**src/hw/rtl/dmsf_pkg.sv**
```systemverilog
// Shared constants of the dual median smoothing filter.
`default_nettype none

package dmsf_pkg;

  // Default window depth and sample width.
  localparam int unsigned WindowDef     = 5;
  localparam int unsigned SampleBitsDef = 12;

  // The running value is kept scaled by this factor.
  localparam int unsigned Scale = 100;

  // Headroom of the running value over a sample: 100 < 2**7.
  localparam int unsigned ScaleBits = 7;

endpackage

`default_nettype wire

```
**src/hw/rtl/dmsf_if.sv**
```systemverilog
// Request channel interfaces of the dual median smoothing filter.
`default_nettype none

interface dmsf_in_if #(
  parameter int unsigned SAMPLE_BITS = dmsf_pkg::SampleBitsDef
) ();
  logic                   valid;
  logic                   ready;
  logic [SAMPLE_BITS-1:0] throttle_sample;
  logic [SAMPLE_BITS-1:0] brake_sample;

  modport source (output valid, output throttle_sample, output brake_sample, input ready);
  modport sink   (input valid, input throttle_sample, input brake_sample, output ready);
endinterface

interface dmsf_out_if #(
  parameter int unsigned SAMPLE_BITS = dmsf_pkg::SampleBitsDef
) ();
  logic                   valid;
  logic                   ready;
  logic [SAMPLE_BITS-1:0] throttle_level;
  logic [SAMPLE_BITS-1:0] brake_level;

  modport source (output valid, output throttle_level, output brake_level, input ready);
  modport sink   (input valid, input throttle_level, input brake_level, output ready);
endinterface

`default_nettype wire

```
**src/hw/rtl/dmsf_window.sv**
```systemverilog
// Sample windows, fill counter and median stage of both channels.
`default_nettype none

module dmsf_window #(
  parameter int unsigned WINDOW      = dmsf_pkg::WindowDef,
  parameter int unsigned SAMPLE_BITS = dmsf_pkg::SampleBitsDef
) (
  input  wire logic                   clk_i,
  input  wire logic                   rst_ni,
  dmsf_in_if.sink                     in_i,
  output logic                        med_valid_o,
  input  wire logic                   med_ready_i,
  output logic [SAMPLE_BITS-1:0]      thr_med_o,
  output logic [SAMPLE_BITS-1:0]      brk_med_o
);

  localparam int unsigned CntW = $clog2(WINDOW);
  localparam logic [CntW-1:0] LastIdx = CntW'(WINDOW - 1);
  localparam logic [CntW-1:0] MidRank = CntW'(WINDOW / 2);

  typedef logic [WINDOW-1:0][SAMPLE_BITS-1:0] win_t;

  logic [CntW-1:0] fill_q, fill_d;
  // Only WINDOW-1 entries are stored; the last sample is used on arrival.
  logic [SAMPLE_BITS-1:0] thr_win_q [WINDOW-1];
  logic [SAMPLE_BITS-1:0] brk_win_q [WINDOW-1];

  logic                   med_valid_q;
  logic [SAMPLE_BITS-1:0] thr_med_q, thr_med_d;
  logic [SAMPLE_BITS-1:0] brk_med_q, brk_med_d;

  logic last, accept, med_free;
  win_t thr_vals, brk_vals;

  // Rank select: the element with stable sort position WINDOW/2.
  function automatic logic [SAMPLE_BITS-1:0] median_of(input win_t v);
    logic [SAMPLE_BITS-1:0] res;
    logic [CntW-1:0]        rank;
    res = '0;
    for (int i = 0; i < WINDOW; i++) begin
      rank = '0;
      for (int j = 0; j < WINDOW; j++) begin
        if (j != i) begin
          if ((v[j] < v[i]) || ((v[j] == v[i]) && (j < i))) begin
            rank = rank + CntW'(1);
          end
        end
      end
      if (rank == MidRank) begin
        res = v[i];
      end
    end
    return res;
  endfunction

  assign last     = (fill_q == LastIdx);
  assign med_free = !med_valid_q || med_ready_i;
  assign in_i.ready = !last || med_free;
  assign accept   = in_i.valid && in_i.ready;
  assign fill_d   = last ? '0 : fill_q + CntW'(1);

  always_comb begin
    for (int i = 0; i < WINDOW - 1; i++) begin
      thr_vals[i] = thr_win_q[i];
      brk_vals[i] = brk_win_q[i];
    end
    thr_vals[WINDOW-1] = in_i.throttle_sample;
    brk_vals[WINDOW-1] = in_i.brake_sample;
    thr_med_d = median_of(thr_vals);
    brk_med_d = median_of(brk_vals);
  end

  always_ff @(posedge clk_i or negedge rst_ni) begin
    if (!rst_ni) begin
      fill_q <= '0;
    end else if (accept) begin
      fill_q <= fill_d;
    end
  end

  for (genvar g = 0; g < WINDOW - 1; g++) begin : g_win
    always_ff @(posedge clk_i) begin
      if (accept && (fill_q == CntW'(g))) begin
        thr_win_q[g] <= in_i.throttle_sample;
        brk_win_q[g] <= in_i.brake_sample;
      end
    end
  end

  always_ff @(posedge clk_i or negedge rst_ni) begin
    if (!rst_ni) begin
      med_valid_q <= 1'b0;
    end else if (med_free) begin
      med_valid_q <= accept && last;
    end
  end

  always_ff @(posedge clk_i) begin
    if (accept && last) begin
      thr_med_q <= thr_med_d;
      brk_med_q <= brk_med_d;
    end
  end

  assign med_valid_o = med_valid_q;
  assign thr_med_o   = thr_med_q;
  assign brk_med_o   = brk_med_q;

  // Fill counter never passes the last slot.
  a_fill_range: assert property (@(posedge clk_i) disable iff (!rst_ni)
    fill_q <= LastIdx) else $error("fill count out of range");

  // A completing request always yields a median next cycle.
  a_med_load: assert property (@(posedge clk_i) disable iff (!rst_ni)
    accept && last |=> med_valid_q) else $error("median lost");

  // A waiting median holds its value.
  a_med_hold: assert property (@(posedge clk_i) disable iff (!rst_ni)
    med_valid_q && !med_ready_i |=> med_valid_q && $stable(thr_med_q) && $stable(brk_med_q))
    else $error("median changed while stalled");

endmodule

`default_nettype wire

```
**src/hw/rtl/dmsf_smoother.sv**
```systemverilog
// Running value update, divide by the scale and output register.
`default_nettype none

module dmsf_smoother #(
  parameter int unsigned SAMPLE_BITS = dmsf_pkg::SampleBitsDef
) (
  input  wire logic                   clk_i,
  input  wire logic                   rst_ni,
  input  wire logic                   med_valid_i,
  output logic                        med_ready_o,
  input  wire logic [SAMPLE_BITS-1:0] thr_med_i,
  input  wire logic [SAMPLE_BITS-1:0] brk_med_i,
  dmsf_out_if.source                  out_o
);

  localparam int unsigned RunW = SAMPLE_BITS + dmsf_pkg::ScaleBits;
  localparam logic [RunW-1:0] ScaleC = RunW'(dmsf_pkg::Scale);
  localparam logic [RunW-1:0] RunMax = RunW'(dmsf_pkg::Scale * ((2 ** SAMPLE_BITS) - 1));
  // x/100 = (x>>2)/25; /25 by reciprocal multiply, exact for x>>2 < 2**QuoW.
  localparam int unsigned QuoW  = RunW - 2;
  localparam int unsigned RecK  = QuoW + 5;
  localparam int unsigned RecW  = RecK - 4;
  localparam logic [RecW-1:0] Recip = RecW'(((2 ** RecK) + 24) / 25);
  localparam int unsigned ProdW = QuoW + RecW;

  logic            run_vld_q;
  logic [RunW-1:0] thr_run_q, thr_run_d;
  logic [RunW-1:0] brk_run_q, brk_run_d;
  logic            out_vld_q;
  logic [SAMPLE_BITS-1:0] thr_lvl_q, brk_lvl_q;
  logic            out_en, run_free, run_load;
  logic [ProdW-1:0] thr_prod, brk_prod;

  // running + (100*median - running)/2, halving truncated toward zero.
  function automatic logic [RunW-1:0] smooth(input logic [RunW-1:0] run,
                                             input logic [SAMPLE_BITS-1:0] med);
    logic [RunW-1:0]      target;
    logic signed [RunW:0] diff;
    logic signed [RunW:0] half;
    target = RunW'(med) * ScaleC;
    diff   = $signed({1'b0, target}) - $signed({1'b0, run});
    half   = (diff + $signed({{RunW{1'b0}}, diff[RunW]})) >>> 1;
    return run + half[RunW-1:0];
  endfunction

  assign out_en      = !out_vld_q || out_o.ready;
  assign run_free    = !run_vld_q || out_en;
  assign med_ready_o = run_free;
  assign run_load    = med_valid_i && run_free;

  assign thr_run_d = smooth(thr_run_q, thr_med_i);
  assign brk_run_d = smooth(brk_run_q, brk_med_i);

  assign thr_prod = ProdW'(thr_run_q[RunW-1:2]) * ProdW'(Recip);
  assign brk_prod = ProdW'(brk_run_q[RunW-1:2]) * ProdW'(Recip);

  always_ff @(posedge clk_i or negedge rst_ni) begin
    if (!rst_ni) begin
      run_vld_q <= 1'b0;
      thr_run_q <= '0;
      brk_run_q <= '0;
    end else begin
      if (run_free) begin
        run_vld_q <= med_valid_i;
      end
      if (run_load) begin
        thr_run_q <= thr_run_d;
        brk_run_q <= brk_run_d;
      end
    end
  end

  always_ff @(posedge clk_i or negedge rst_ni) begin
    if (!rst_ni) begin
      out_vld_q <= 1'b0;
    end else if (out_en) begin
      out_vld_q <= run_vld_q;
    end
  end

  always_ff @(posedge clk_i) begin
    if (out_en && run_vld_q) begin
      thr_lvl_q <= thr_prod[RecK +: SAMPLE_BITS];
      brk_lvl_q <= brk_prod[RecK +: SAMPLE_BITS];
    end
  end

  assign out_o.valid          = out_vld_q;
  assign out_o.throttle_level = thr_lvl_q;
  assign out_o.brake_level    = brk_lvl_q;

  // Running values stay within 100 times the largest sample.
  a_run_range: assert property (@(posedge clk_i) disable iff (!rst_ni)
    thr_run_q <= RunMax && brk_run_q <= RunMax) else $error("running value overflow");

  // A blocked running stage keeps its value for the divider.
  a_run_hold: assert property (@(posedge clk_i) disable iff (!rst_ni)
    run_vld_q && !out_en |=> run_vld_q && $stable(thr_run_q) && $stable(brk_run_q))
    else $error("running value changed while stalled");

endmodule

`default_nettype wire

```
**src/hw/rtl/dual_median_smoothing_filter_top.sv**
```systemverilog
// Top level of the dual median smoothing filter.
//
//  channel | dir | payload                          | handshake
//  --------+-----+----------------------------------+------------------
//  in_i    | in  | throttle_sample, brake_sample    | valid / ready
//  out_o   | out | throttle_level,  brake_level     | valid / ready
//
// One request per cycle is taken while in_i.ready is high. Requests that do
// not fill the window only store their samples and give no result. The
// request that fills the window reaches out_o through the median register,
// the running value register, then the divide-by-100 output register.
// Reset clears the fill count, the running values and all valid flags; the
// window entries are not reset, every entry is written before it is read.
// Stalls on out_o ripple back one stage at a time; non-filling requests are
// still taken while a result waits, a filling request waits for the median
// register to free up.
`default_nettype none

module dual_median_smoothing_filter_top #(
  parameter int unsigned WINDOW      = dmsf_pkg::WindowDef,
  parameter int unsigned SAMPLE_BITS = dmsf_pkg::SampleBitsDef
) (
  input  wire logic clk_i,
  input  wire logic rst_ni,
  dmsf_in_if.sink   in_i,
  dmsf_out_if.source out_o
);

  // Median stage to running stage.
  logic                   med_valid;
  logic                   med_ready;
  logic [SAMPLE_BITS-1:0] thr_med;
  logic [SAMPLE_BITS-1:0] brk_med;

  dmsf_window #(
    .WINDOW      (WINDOW),
    .SAMPLE_BITS (SAMPLE_BITS)
  ) u_window (
    .clk_i       (clk_i),
    .rst_ni      (rst_ni),
    .in_i        (in_i),
    .med_valid_o (med_valid),
    .med_ready_i (med_ready),
    .thr_med_o   (thr_med),
    .brk_med_o   (brk_med)
  );

  dmsf_smoother #(
    .SAMPLE_BITS (SAMPLE_BITS)
  ) u_smoother (
    .clk_i       (clk_i),
    .rst_ni      (rst_ni),
    .med_valid_i (med_valid),
    .med_ready_o (med_ready),
    .thr_med_i   (thr_med),
    .brk_med_i   (brk_med),
    .out_o       (out_o)
  );

endmodule

`default_nettype wire
```
**src/flat_wrapper.sv**
```systemverilog
// flat-port wrapper written by rule: the top's interface ports become plain ports
module dual_median_smoothing_filter_top_flat 
#(
  parameter int unsigned WINDOW      = dmsf_pkg::WindowDef,
  parameter int unsigned SAMPLE_BITS = dmsf_pkg::SampleBitsDef
)
  (clk_i, rst_ni, in_i_valid, in_i_throttle_sample, in_i_brake_sample, in_i_ready, out_o_valid, out_o_throttle_level, out_o_brake_level, out_o_ready);
  dmsf_in_if #(.SAMPLE_BITS(SAMPLE_BITS)) in_i_i ();
  dmsf_out_if #(.SAMPLE_BITS(SAMPLE_BITS)) out_o_i ();
  input  wire logic clk_i;
  input  wire logic rst_ni;
  input wire logic [$bits(in_i_i.valid)-1:0] in_i_valid;
  input wire logic [$bits(in_i_i.throttle_sample)-1:0] in_i_throttle_sample;
  input wire logic [$bits(in_i_i.brake_sample)-1:0] in_i_brake_sample;
  output wire logic [$bits(in_i_i.ready)-1:0] in_i_ready;
  output wire logic [$bits(out_o_i.valid)-1:0] out_o_valid;
  output wire logic [$bits(out_o_i.throttle_level)-1:0] out_o_throttle_level;
  output wire logic [$bits(out_o_i.brake_level)-1:0] out_o_brake_level;
  input wire logic [$bits(out_o_i.ready)-1:0] out_o_ready;
  assign in_i_i.valid = in_i_valid;
  assign in_i_i.throttle_sample = in_i_throttle_sample;
  assign in_i_i.brake_sample = in_i_brake_sample;
  assign in_i_ready = in_i_i.ready;
  assign out_o_valid = out_o_i.valid;
  assign out_o_throttle_level = out_o_i.throttle_level;
  assign out_o_brake_level = out_o_i.brake_level;
  assign out_o_i.ready = out_o_ready;
  dual_median_smoothing_filter_top #(.WINDOW(WINDOW), .SAMPLE_BITS(SAMPLE_BITS)) u_core (.clk_i(clk_i), .rst_ni(rst_ni), .in_i(in_i_i), .out_o(out_o_i));
endmodule
```
**config.mk**
```make
export PLATFORM = sky130hd
export DESIGN_NAME = dual_median_smoothing_filter_top_flat
export DESIGN_NICKNAME = d
export VERILOG_FILES = /design/src/hw/rtl/dmsf_pkg.sv /design/src/hw/rtl/dmsf_if.sv /design/src/hw/rtl/dmsf_window.sv /design/src/hw/rtl/dmsf_smoother.sv /design/src/hw/rtl/dual_median_smoothing_filter_top.sv /design/src/flat_wrapper.sv
export SDC_FILE = /design/constraint.sdc
export NUM_CORES = 2
export LEC_CHECK = 0
export BUFFER_PORTS_ARGS = -buffer_cell sky130_fd_sc_hd__buf_2
export CORE_ASPECT_RATIO = 1.75
export CORE_UTILIZATION = 60
export CTS_CLUSTER_DIAMETER = 100
export CTS_CLUSTER_SIZE = 24
export DETAILED_ROUTE_END_ITERATION = 10
export PLACE_DENSITY_LB_ADDON = 0.25
export SETUP_SLACK_MARGIN = 0.5
export SYNTH_ARGS = -nofsm -noshare
export SYNTH_HDL_FRONTEND = slang
export SYNTH_SLANG_ARGS = --single-unit
```
**constraint.sdc**
```tcl
create_clock -name clk_i -period 8.79 [get_ports clk_i]
set_input_delay 0.879 -clock clk_i [delete_from_list [all_inputs] [get_ports clk_i]]
set_output_delay 0.879 -clock clk_i [all_outputs]
set_load 0.01 [all_outputs]
```
==> metrics.csv <==
stage,metric,value,unit
yosys,yosys_warnings,0,
die,dieHeight,299,um
critical_path,timing.rr.start,u_core.u_window.thr_med_o[2],
clock_network,cts_inserted_buffers,17,
route,drc,0,
critical_path,crit_arrival,8190,ps
critical_path,cp-startpoint,u_core.u_window.thr_med_o[2],
yosys,synth_top_area_share,29.6,%
sta,finalWorstSetupSlack,951,ps
place,pre_cts_ws,763,ps
sta,finalHoldViolations,0,
sta,finalCritPeriodShare,89.2,%
die,start_util,60.9,%
yosys,synth-seq-area-share,18.0,%
route,ant_nets,0,
cells_and_area,final_cell_area,32000,sq um
place,post-dp-hpwl,63.5,mm
grt,track_usage,30.7,%
route,wl,75.6,mm
critical_path,critPathRequiredTime,9150,ps
die,fp.coreArea,49600,sq um
cells_and_area,antennaDiodeCount,0,
route,firstDrtPassIters,6,
grt,grt.overflow.total,0,
yosys,synthArstFlopShare,23.4,%
clock_network,htree_levels,4,
sta,rsz0062_at_grt,yes,
sta,final.min_clock_period,7840,ps
sta,setup_violations,0,
clock_network,insertion_delay,490,ps
place,dpl-instance-area,31300,sq um
clock_network,worst_setup_hold_path_clk_slew,90,ps
cells_and_area,area_delta_synth_final,5.76,%
clock_network,max-clock-path-buffers,2,
cells_and_area,final_nets,4147,
hold_path,min_from,u_core.u_smoother.run_vld_q,
outcome,status,"finished, final reports clean",
critical_path,critPathKind,flip-flop to flip-flop,
grt,grt_pass1_wl,122,mm
yosys,synth_largest_area_cell,ha_1,
critical_path,slowest_delay,470,ps
sta,max_freq,128,MHz
sta,tns,0,ps
clock_network,cts_tree,done,
critical_path,critPathCaptureType,flip-flop,
yosys,synth_area_per_cell,9.68,sq um
critical_path,cp-start-kind,flip-flop,
grt,grt_start_max_net_pins,53,
yosys,syn-instance-count,3121,
critical_path,cp_max_fo,5,
place,port_buffers,53,
route,wire_per_inst,19.7,um
sta,clock_skew,18.7,ps
route,vias,23100,
flow_run,cap_violations,0,
yosys,synth_edf_count,144,
yosys,synth.area.top_cells,"ha_1 30%, fa_1 15%, edfxtp_1 14%",
yosys,syn_nets,4096,
route,drt_iter0_markers,1221,
sta,worst_pin_slew,1340,ps
yosys,ys_dominant_reg_cell,edfxtp_1,
sta,max_slew_margin,8.37,%
route,viasPerCell,6.00,
yosys,ys_ff_latch,188,
grt,grt_pass1_vias,24500,
die,rows,108,
sta,final_max_slew_viol_count,0,
critical_path,crit_slowest_cell,fa_1,
place,routabilityCongestion,0.978,
clock_network,cts-root-buf,clkbuf_16,
yosys,syn-cell-area,30200,sq um
hold_path,hp-class,flip-flop to flip-flop,
die,num_io_pins,54,
cells_and_area,drive_gt1_share,5.31,%
die,die_area,51300,sq um
yosys,synth_cell_types,98,
critical_path,cp_common_cell,ha_1,
grt,antenna_found_initial,0,
die,die_w,172,um
clock_network,cts_sinks,188,
flip-flops by register name (all words and copies together) (netlist names):
register,count
u_core.u_window.brk_med_o,12
u_core.u_window.brk_win_q,48
u_core.u_window.thr_med_o,12
u_core.u_smoother.out_o.throttle_level,12
u_core.u_window.thr_win_q,48
u_core.u_smoother.thr_run_q,19
u_core.u_smoother.out_o.brake_level,12
u_core.u_smoother.run_vld_q,1
u_core.u_window.med_valid_o,1
u_core.u_window.fill_q,3
u_core.u_smoother.brk_run_q,19
u_core.u_smoother.out_o.valid,1
path summary, 6_finish.rpt:
path | endpoint | slack [ps] | cells past startpoint
min in group asynchronous | u_core.u_smoother.thr_run_q[0] | 570 | 1
setup / recovery | u_core.u_smoother.thr_run_q[18] | 950 | 37
setup reg to reg | u_core.u_smoother.thr_run_q[18] | 950 | 37
max in group asynchronous | u_core.u_smoother.brk_run_q[12] | 7550 | 1
hold / removal | u_core.u_smoother.out_o.valid | 490 | 2
hold reg to reg | u_core.u_smoother.out_o.valid | 490 | 2
worst max-delay path, delay by kind of cell, from the launching register on:
kind            cells  cell delay, ps
flops               1             430
compound gates     16            2910
simple gates       10            1370
xor+xnor            3             500
buf+inv             1             180
fa+ha+maj           7            2300
layout make-up:
cell class              instances  area (sq um)
multi-input cells            2319         22600
fillers                      4097         17600
flip-flops and latches        188          5430
inverters                     584          2190
well taps                     660           826
clock buffers                  17           425
repair buffers                 62           333
clock inverters                15           175
stage by stage:
stage	hold slack, ps	instances	util [%]
CTS	498	3844	64.3
floorplan	439	3121	-
global placement	463	3812	63.0
detailed placement	478	3812	63.0
finish	493	3845	64.4
global route	538	3845	64.4
timing repair:
item	4_1_cts	5_1_grt
setup buffers	0	1
hold endpoints to repair	0	0
endpoints found under the setup margin	0	4
resized for setup	0	16
hold buffers	0	0
cells in the final DEF, fill, tap and decap left out, types with 11 or more instances in the layout:
| cell | netlist | final |
|---|---|---|
| nand2b_1 | 21 | 21 |
| o221ai_1 | 17 | 16 |
| dfrtp_1 | 44 | 44 |
| a2bb2oi_1 | 13 | 13 |
| nand4_1 | 63 | 63 |
| nand3_1 | 52 | 51 |
| edfxtp_1 | 144 | 144 |
| a21o_1 | 108 | 108 |
| or3_1 | 11 | 11 |
| a21oi_1 | 149 | 147 |
| xnor2_1 | 103 | 103 |
| o21a_1 | 29 | 29 |
| and2_1 | 19 | 15 |
| nor3_1 | 40 | 40 |
| nand2_1 | 123 | 123 |
| clkbuf_16 | 0 | 17 |
| o211ai_1 | 20 | 20 |
| o21bai_1 | 18 | 18 |
| ha_1 | 715 | 715 |
| or2_2 | 19 | 19 |
| xor2_1 | 43 | 43 |
| nor2b_1 | 36 | 36 |
| a211oi_1 | 31 | 29 |
| and3_1 | 14 | 13 |
| o21ai_0 | 127 | 126 |
| nor2_1 | 98 | 97 |
| a22oi_1 | 13 | 13 |
| o21ai_1 | 18 | 19 |
| inv_1 | 584 | 584 |
| fa_1 | 232 | 232 |
| mux2i_1 | 18 | 18 |
| a221oi_1 | 16 | 16 |
| buf_2 | 4 | 53 |
logic make-up after synthesis:
logic type,count (synthesis),share of synthesized area (%)
fa+ha+maj,947,45.0
buf+inv,614,7.67
flops,188,18.0
simple gates,553,9.71
compound gates,653,14.8
xor+xnor,146,4.23
mux,20,0.671
layer usage:
layer / track usage, % / part of all wire (%) / up-vias / wire [um]
met2: 58.8 / 54 / 570 / 41100
met1: 32.0 / 37 / 11200 / 28100
met5: 0 / 0 / - / 0
met3: 2.89 / 2.8 / 211 / 2090
li1: - / - / 11100 / -
met4: 16.8 / 5.6 / 0 / 4250
synth_stat cells (all sizes together), types with 11 or more instances:
library cell	n
ha	715
inv	584
fa	232
a21oi	152
o21ai	145
edfxtp	144
nand2	123
a21o	108
xnor2	103
nor2	98
nand4	63
nand3	54
dfrtp	44
xor2	43
nor3	41
nor2b	36
a211oi	32
o21a	29
clkbuf	25
or2	23
nand2b	21
o211ai	21
and2	20
mux2i	18
o21bai	18
o221ai	17
a221oi	16
and3	14
a22oi	13
a2bb2oi	13
nor4	12
a2111oi	11
or3	11
Power is left out: the tool's default activity adds up to more than one toggle a clock period on the data nets, which glitch-free logic cannot reach.
